===== src/rtl/core/servo_swing_turn_profiler_assert.svh =====
// Assertion macros shared by the servo swing and turn profiler RTL.
// Each macro samples on clk_i and is disabled while rst_ni is low.
`ifndef SERVO_SWING_TURN_PROFILER_ASSERT_SVH
`define SERVO_SWING_TURN_PROFILER_ASSERT_SVH

// The expression holds at every clock edge.
`define SSTP_ASSERT(lbl, expr, msg) \
  lbl: assert property (@(posedge clk_i) disable iff (!rst_ni) (expr)) else $error(msg);

// The consequent holds in the same cycle as the antecedent.
`define SSTP_ASSERT_IMP(lbl, ante, cons, msg) \
  lbl: assert property (@(posedge clk_i) disable iff (!rst_ni) (ante) |-> (cons)) \
    else $error(msg);

// The consequent holds in the cycle after the antecedent.
`define SSTP_ASSERT_NXT(lbl, ante, cons, msg) \
  lbl: assert property (@(posedge clk_i) disable iff (!rst_ni) (ante) |=> (cons)) \
    else $error(msg);

`endif


===== src/rtl/core/sstp_pkg.sv =====
// Package for the servo swing and turn profiler: command and register codes,
// sequencer states, divider interface types and the quarter-wave sine function.
// It depends on nothing else.
package sstp_pkg;

  localparam logic [2:0] CMD_TICK        = 3'd0;
  localparam logic [2:0] CMD_SET_ANGLE   = 3'd1;
  localparam logic [2:0] CMD_START_SWING = 3'd2;
  localparam logic [2:0] CMD_START_TURN  = 3'd3;
  localparam logic [2:0] CMD_STOP        = 3'd4;

  localparam logic [2:0] REG_LOWER_LIMIT   = 3'd0;
  localparam logic [2:0] REG_UPPER_LIMIT   = 3'd1;
  localparam logic [2:0] REG_WAVE_SHAPE    = 3'd2;
  localparam logic [2:0] REG_MOTION_PERIOD = 3'd3;
  localparam logic [2:0] REG_SWING_CYCLES  = 3'd4;
  localparam logic [2:0] REG_SWING_AMP     = 3'd5;
  localparam logic [2:0] REG_AMP_GROWTH    = 3'd6;
  localparam logic [2:0] REG_DIR_POSITIVE  = 3'd7;

  localparam int DivNW = 56;
  localparam int DivDW = 28;
  localparam int DivCntW = $clog2(DivNW + 1);

  localparam logic [63:0] PiQ30 = 64'd3373259426;

  typedef struct packed {
    logic             start;
    logic [DivNW-1:0] dividend;
    logic [DivDW-1:0] divisor;
  } div_req_t;

  typedef struct packed {
    logic             done;
    logic [DivNW-1:0] quotient;
    logic [DivDW-1:0] remainder;
  } div_rsp_t;

  typedef enum logic [4:0] {
    ST_IDLE,
    ST_SW_TOTAL,
    ST_SW_CLIP,
    ST_SW_MOD,
    ST_SW_MOD_W,
    ST_SW_PH,
    ST_SW_PH_W,
    ST_SW_TRI,
    ST_SW_ROM,
    ST_SW_SMUL,
    ST_SW_SSHIFT,
    ST_SW_GW,
    ST_SW_DEC,
    ST_SW_GM_LO,
    ST_SW_GM_HI,
    ST_SW_GDIV,
    ST_SW_GDIV_W,
    ST_SW_FIN,
    ST_TU_DIV,
    ST_TU_DIV_W,
    ST_TU_FIN,
    ST_DONE
  } sstp_state_e;

  // Quarter-wave sine in Q1.15 by a truncated Taylor series; the table depth
  // is a power of two given by its logarithm.
  function automatic logic [15:0] sine_q15(input int unsigned idx,
                                           input int unsigned log_depth);
    logic        [63:0] x;
    logic        [63:0] x2;
    logic        [63:0] term;
    logic        [63:0] q;
    logic signed [63:0] sum;
    x    = (64'(idx) * PiQ30) >> (log_depth + 1);
    x2   = (x * x) >> 30;
    term = x;
    sum  = signed'(x);
    term = ((term * x2) >> 30) / 64'd6;   sum = sum - signed'(term);
    term = ((term * x2) >> 30) / 64'd20;  sum = sum + signed'(term);
    term = ((term * x2) >> 30) / 64'd42;  sum = sum - signed'(term);
    term = ((term * x2) >> 30) / 64'd72;  sum = sum + signed'(term);
    term = ((term * x2) >> 30) / 64'd110; sum = sum - signed'(term);
    term = ((term * x2) >> 30) / 64'd156; sum = sum + signed'(term);
    term = ((term * x2) >> 30) / 64'd210; sum = sum - signed'(term);
    term = ((term * x2) >> 30) / 64'd272; sum = sum + signed'(term);
    if (sum < 0) begin
      sum = 64'sd0;
    end
    q = (unsigned'(sum) + 64'd16384) >> 15;
    if (q > 64'd32768) begin
      q = 64'd32768;
    end
    return q[15:0];
  endfunction

endpackage


===== src/rtl/core/sstp_div.sv =====
// Iterative restoring divider shared by every division of the profiler.
// One quotient bit per cycle; depends on sstp_pkg for widths and types.
module sstp_div import sstp_pkg::*; (
  input  logic     clk_i,
  input  logic     rst_ni,
  input  div_req_t req_i,
  output div_rsp_t rsp_o
);

  logic               busy_q, busy_d;
  logic               done_q, done_d;
  logic [DivCntW-1:0] cnt_q, cnt_d;
  logic [DivNW-1:0]   quot_q, quot_d;
  logic [DivDW-1:0]   rem_q, rem_d;
  logic [DivDW-1:0]   dsr_q, dsr_d;
  logic [DivDW:0]     shifted;
  logic [DivDW:0]     diff;
  logic               fits;

  assign shifted = {rem_q, quot_q[DivNW-1]};
  assign diff    = shifted - {1'b0, dsr_q};
  assign fits    = shifted >= {1'b0, dsr_q};

  always_comb begin
    busy_d = busy_q;
    done_d = 1'b0;
    cnt_d  = cnt_q;
    quot_d = quot_q;
    rem_d  = rem_q;
    dsr_d  = dsr_q;
    if (req_i.start) begin
      busy_d = 1'b1;
      cnt_d  = DivCntW'(DivNW);
      quot_d = req_i.dividend;
      rem_d  = '0;
      dsr_d  = req_i.divisor;
    end else if (busy_q) begin
      quot_d = {quot_q[DivNW-2:0], fits};
      rem_d  = fits ? diff[DivDW-1:0] : shifted[DivDW-1:0];
      cnt_d  = cnt_q - DivCntW'(1);
      if (cnt_q == DivCntW'(1)) begin
        busy_d = 1'b0;
        done_d = 1'b1;
      end
    end
  end

  always_ff @(posedge clk_i or negedge rst_ni) begin
    if (!rst_ni) begin
      busy_q <= 1'b0;
      done_q <= 1'b0;
      cnt_q  <= '0;
    end else begin
      busy_q <= busy_d;
      done_q <= done_d;
      cnt_q  <= cnt_d;
    end
  end

  always_ff @(posedge clk_i) begin
    quot_q <= quot_d;
    rem_q  <= rem_d;
    dsr_q  <= dsr_d;
  end

  assign rsp_o.done      = done_q;
  assign rsp_o.quotient  = quot_q;
  assign rsp_o.remainder = rem_q;

endmodule


===== config.mk =====
export PLATFORM = sky130hd
export DESIGN_NAME = sstp_div
export DESIGN_NICKNAME = d
export VERILOG_FILES = /design/src/rtl/core/servo_swing_turn_profiler_assert.svh /design/src/rtl/core/sstp_pkg.sv /design/src/rtl/core/sstp_div.sv
export SDC_FILE = /design/constraint.sdc
export NUM_CORES = 1
export LEC_CHECK = 0
export BUFFER_PORTS_ARGS = -buffer_cell sky130_fd_sc_hd__buf_4
export CAP_MARGIN = 10
export CORE_AREA = 5 5 118 120
export CTS_CLUSTER_DIAMETER = 200
export DETAILED_ROUTE_END_ITERATION = 16
export DIE_AREA = 0 0 123 125
export GPL_TIMING_DRIVEN = 0
export PLACE_DENSITY_LB_ADDON = 0.12
export SYNTH_ARGS = -nofsm -noshare
export SYNTH_HDL_FRONTEND = slang
export SYNTH_SLANG_ARGS = --single-unit

===== constraint.sdc =====
create_clock -name clk_i -period 2.9 [get_ports clk_i]
set_clock_uncertainty 0.05 [all_clocks]
set_input_delay 0.58 -clock clk_i [delete_from_list [all_inputs] [get_ports clk_i]]
set_output_delay 0.58 -clock clk_i [all_outputs]
set_load 0.02 [all_outputs]

==> report_table.html <==
<table>
<tr><th>Metric</th><th>Value</th></tr>
<tr><th colspan="2">Worst setup path</th></tr>
<tr><td>Cell type of the slowest stage on the worst timing path</td><td>sky130_fd_sc_hd__or4_4</td></tr>
<tr><td>Crit path buf inv count</td><td>2</td></tr>
<tr><td>Longest individual stage delay on the worst path</td><td>0.52 ns</td></tr>
<tr><td>Worst-path cell chain</td><td>ha_2 &gt; nand4_1 &gt; or4_4 &gt; nor4_2 &gt; o21ai_1 &gt; a21oi_2 &gt; buf_4 &gt; nor3_4 &gt; buf_4 &gt; a21o_1 &gt; a311oi_2</td></tr>
<tr><td>Family of cells with the greatest summed delay on the critical path</td><td>simple AND/OR/NAND/NOR gates</td></tr>
<tr><td>Arrival time at the worst endpoint</td><td>3.11 ns</td></tr>
<tr><td>Nature of the critical path startpoint</td><td>register</td></tr>
<tr><td>Dominant cell type by count on the critical path</td><td>sky130_fd_sc_hd__buf_4</td></tr>
<tr><td>Req. time, crit path</td><td>3.18 ns</td></tr>
<tr><td>Type of destination of the critical path</td><td>register</td></tr>
<tr><td>Crit Path Class</td><td>reg -&gt; reg</td></tr>
<tr><td>Critical Path Fanout Max</td><td>10</td></tr>
<tr><th colspan="2">Routing</th></tr>
<tr><td>DR DRC count</td><td>0</td></tr>
<tr><td>Drt initial violations</td><td>468</td></tr>
<tr><td>Routed vias/inst</td><td>5.66</td></tr>
<tr><td>Number of iterations in the first detailed-routing pass</td><td>5</td></tr>
<tr><td>Sum of routed wire length over all layers</td><td>19.1 mm</td></tr>
<tr><td>Final ANT Viol Nets</td><td>0</td></tr>
<tr><td>DR vias</td><td>5714</td></tr>
<tr><td>Routed wirelength normalized by instance count</td><td>18.9 µm</td></tr>
<tr><th colspan="2">Die</th></tr>
<tr><td>Core area</td><td>12900 µm²</td></tr>
<tr><td>Total Die Area</td><td>15400 µm²</td></tr>
<tr><td>Chip width</td><td>123 µm</td></tr>
<tr><td>Row count</td><td>42</td></tr>
<tr><td>Die span in y</td><td>125 µm</td></tr>
<tr><td>Initial Utilization</td><td>51.8%</td></tr>
<tr><td>Number of primary I/O pins</td><td>172</td></tr>
<tr><th colspan="2">Clock network</th></tr>
<tr><td>Clock transition at path regs</td><td>0.06 ns</td></tr>
<tr><td>Root Buffer Master</td><td>sky130_fd_sc_hd__clkbuf_16</td></tr>
<tr><td>Clock tree from TritonCTS</td><td>done</td></tr>
<tr><td>Number of CTS-inserted buffers</td><td>17</td></tr>
<tr><td>Total clock sinks</td><td>120</td></tr>
<tr><td>H-tree levels</td><td>4</td></tr>
<tr><td>Clock Path Buffers</td><td>2</td></tr>
<tr><td>Insertion delay of the later-clocked pin in the worst-skew pair</td><td>0.42 ns</td></tr>
<tr><th colspan="2">STA</th></tr>
<tr><td>Clock period minus final worst setup slack</td><td>2.83 ns</td></tr>
<tr><td>Achievable frequency</td><td>0.353 GHz</td></tr>
<tr><td>RSZ-0062 raised after global routing</td><td>yes</td></tr>
<tr><td>Worst hold slack across all endpoints</td><td>0.287 ns</td></tr>
<tr><td>Normalized max-slew margin</td><td>56.5%</td></tr>
<tr><td>Worst path setup slack after routing</td><td>0.0655 ns</td></tr>
<tr><td>Final worst-path cycle share</td><td>97.7%</td></tr>
<tr><td>Count of endpoints failing hold in the final timing report</td><td>0</td></tr>
<tr><td>Least-Margin Pin Slew</td><td>0.653 ns</td></tr>
<tr><td>Max Slew Vio Count</td><td>0</td></tr>
<tr><td>Number of setup violations in the final report</td><td>0</td></tr>
<tr><th colspan="2">Final layout</th></tr>
<tr><td>Most frequent cells in the layout</td><td>sky130_fd_sc_hd__buf_4, sky130_fd_sc_hd__edfxtp_1, sky130_fd_sc_hd__mux2_2</td></tr>
<tr><td>Share of post-route cells with drive strength above 1</td><td>40.9%</td></tr>
<tr><td>Antenna cells</td><td>0</td></tr>
<tr><td>Fill count</td><td>960</td></tr>
<tr><td>Post-route cell area</td><td>9190 µm²</td></tr>
<tr><td>Syn-to-layout area delta</td><td>37.8%</td></tr>
<tr><td>Most common library cell in the layout ignoring fill and taps</td><td>sky130_fd_sc_hd__buf_4</td></tr>
<tr><td>Final core utilization</td><td>71.4%</td></tr>
<tr><td>Net count reported at finish</td><td>940</td></tr>
<tr><th colspan="2">Placement</th></tr>
<tr><td>GPL Wtd Cong</td><td>0.887</td></tr>
<tr><td>Place WS</td><td>-0.820 ns</td></tr>
<tr><td>Port Buf Inserts</td><td>171</td></tr>
<tr><td>Post-detail-place hpwl</td><td>13.5 mm</td></tr>
<tr><td>Standard cell area after detailed placement</td><td>8180 µm²</td></tr>
<tr><th colspan="2">Power</th></tr>
<tr><td>Pwr Density</td><td>882 nW/µm²</td></tr>
<tr><td>Worst voltage drop across the vdd grid</td><td>501 µV</td></tr>
<tr><td>Standby leakage power</td><td>0.00385 µW</td></tr>
<tr><th colspan="2">GRT</th></tr>
<tr><td>Largest net degree at the start of global routing</td><td>30</td></tr>
<tr><td>Antenna violations before repair</td><td>0</td></tr>
<tr><td>Global route total overflow</td><td>0</td></tr>
<tr><td>Via count of the first global-routing pass</td><td>5889</td></tr>
<tr><td>Wire length of the first global-routing pass</td><td>29.9 mm</td></tr>
<tr><td>GRT Util Overall</td><td>24.7%</td></tr>
<tr><th colspan="2">Run</th></tr>
<tr><td>Max-cap violations</td><td>0</td></tr>
<tr><th colspan="2">Logic synthesis</th></tr>
<tr><td>Synth Area per Inst</td><td>10.8 µm²</td></tr>
<tr><td>Share of synthesized registers carrying an async set or reset</td><td>6.67%</td></tr>
<tr><td>EDFF count, synth</td><td>84</td></tr>
<tr><td>Number of distinct library cell variants in the gate-level netlist after synthesis</td><td>61</td></tr>
<tr><td>Seq/Total Area, Yosys</td><td>49.2%</td></tr>
<tr><td>Gate Count Post-Synth</td><td>616</td></tr>
<tr><td>Net count after synthesis</td><td>734</td></tr>
<tr><td>Post-synthesis register bit count</td><td>120</td></tr>
<tr><td>Netlist area before placement</td><td>6670 µm²</td></tr>
<tr><td>Warnings, synthesis</td><td>0</td></tr>
<tr><td>Primary FF master, synth</td><td>sky130_fd_sc_hd__edfxtp_1</td></tr>
<tr><th colspan="2">Hold path</th></tr>
<tr><td>Worst Hold Class</td><td>in -&gt; reg</td></tr>
<tr><th colspan="2">Status</th></tr>
<tr><td>Run status</td><td>complete, no violations</td></tr>
</table>
==> report_power, final <==
group	internal, µW	leakage [µW]	switching [µW]
Sequential	2160	0.00119	316
Combinational	1590	0.00239	1910
Clock	1340	0.000273	786
Total	5090	0.00385	3010
==> state kept, by name (all words and copies together) (netlist names) <==
| register | cells |
|---|---|
| quot_q | 56 |
| done_q | 1 |
| busy_q | 1 |
| rem_q | 28 |
| dsr_q | 28 |
| cnt_q | 6 |
==> cell families after synthesis <==
| family | after synthesis | share of synthesized area [%] |
|---|---|---|
| AND/OR/NAND/NOR | 169 | 12.6 |
| AO/OA/AOI/OAI | 143 | 14.8 |
| flip-flops | 120 | 49.2 |
| buffers and inverters | 73 | 4.89 |
| multiplexers | 57 | 9.58 |
| adder cells (fa/ha/maj) | 31 | 5.92 |
| XOR/XNOR | 23 | 3.02 |
==> synth_stat cells (all sizes together), types with 3 or more instances <==
| master | count | area [µm²] |
|---|---|---|
| a211o | 4 | 35.0 |
| ha | 30 | 375 |
| o21ai | 33 | 176 |
| mux2 | 55 | 619 |
| nor2 | 49 | 184 |
| o21a | 7 | 53.8 |
| edfxtp | 84 | 2520 |
| a21o | 12 | 90.1 |
| inv | 36 | 135 |
| nor3 | 16 | 91.3 |
| clkbuf | 18 | 67.6 |
| a21oi | 29 | 153 |
| nand2 | 28 | 105 |
| or4 | 3 | 22.5 |
| xnor2 | 12 | 105 |
| o32ai | 3 | 26.3 |
| a311oi | 23 | 208 |
| nand2b | 7 | 43.8 |
| nand3 | 34 | 170 |
| nor3b | 3 | 22.5 |
| dfrtp | 8 | 200 |
| a31oi | 9 | 62.6 |
| nand4 | 3 | 18.8 |
| xor2 | 11 | 96.3 |
| nor2b | 8 | 50.1 |
| nor4 | 4 | 37.5 |
| o2111ai | 3 | 26.3 |
| and3 | 5 | 31.3 |
| o211ai | 4 | 30.0 |
| dfxtp | 28 | 561 |
| a211oi | 5 | 37.5 |
| buf | 19 | 124 |
==> worst reg2reg max path, cell delays in order (launching register included) <==
cell	delay, ns
sky130_fd_sc_hd__dfxtp_1	0.36
sky130_fd_sc_hd__ha_2	0.41
sky130_fd_sc_hd__nand4_1	0.17
sky130_fd_sc_hd__or4_4	0.52
sky130_fd_sc_hd__nor4_2	0.14
sky130_fd_sc_hd__o21ai_1	0.11
sky130_fd_sc_hd__a21oi_2	0.18
sky130_fd_sc_hd__buf_4	0.14
sky130_fd_sc_hd__nor3_4	0.05
sky130_fd_sc_hd__buf_4	0.19
sky130_fd_sc_hd__a21o_1	0.19
sky130_fd_sc_hd__a311oi_2	0.23
==> metrics by stage <==
step / power [µW] / instances / TNS (ns)
3_5_place_dp: 5540 / 963 / -48.09
4_1_cts: 7780 / 1001 / 0
6_report: 8110 / 1010 / 0
5_1_grt: 8560 / 1010 / -0.0962
2_1_floorplan: 4510 / 616 / 0
3_3_place_gp: 5470 / 963 / -41.65
==> routing by layer <==
layer  GRT usage, %  vias to the layer above  part of all wire (%)
li1               -                     2724                     -
met1           29.2                     2766                    39
met2           41.0                      191                    50
met3           9.67                       33                   8.7
met4           8.08                        0                   2.0
met5              0                        -                     0
==> worst paths after layout <==
check | from | to | slack, ns | depth (start not counted)
worst max-delay path | rem_q[13] | rem_q[0] | 0.07 | 11
worst min-delay path | req_i[26] | dsr_q[26] | 0.29 | 1
worst max register to register | rem_q[13] | rem_q[0] | 0.07 | 11
worst min register to register | rem_q[12] | rem_q[12] | 0.47 | 2
max in group asynchronous | rst_ni | cnt_q[5] | 2.20 | 2
min in group asynchronous | rst_ni | done_q | 0.46 | 2
==> area by class of cell <==
class	instances	area (µm²)	area share (%)
plain buffers	35	209	2.27
clock buffers	19	433	4.71
clock inverters	12	151	1.65
inverters	36	139	1.51
multi-input cells	423	3330	36.2
flip-flops and latches	120	3290	35.8
well taps	176	220	2.40
repair buffers	186	1400	15.2
repair inverters	3	22.5	0.245
==> timing repair <==
action / in CTS / in global routing
gates resized for setup: 18 / 51
hold buffers: 1 / 0
pin swaps: 6 / 17
setup endpoints to repair: 85 / 84
hold endpoints to repair: 8 / 0
gates cloned: 3 / 0
setup buffers: 3 / 11
(Power assumes the default switching activity.)
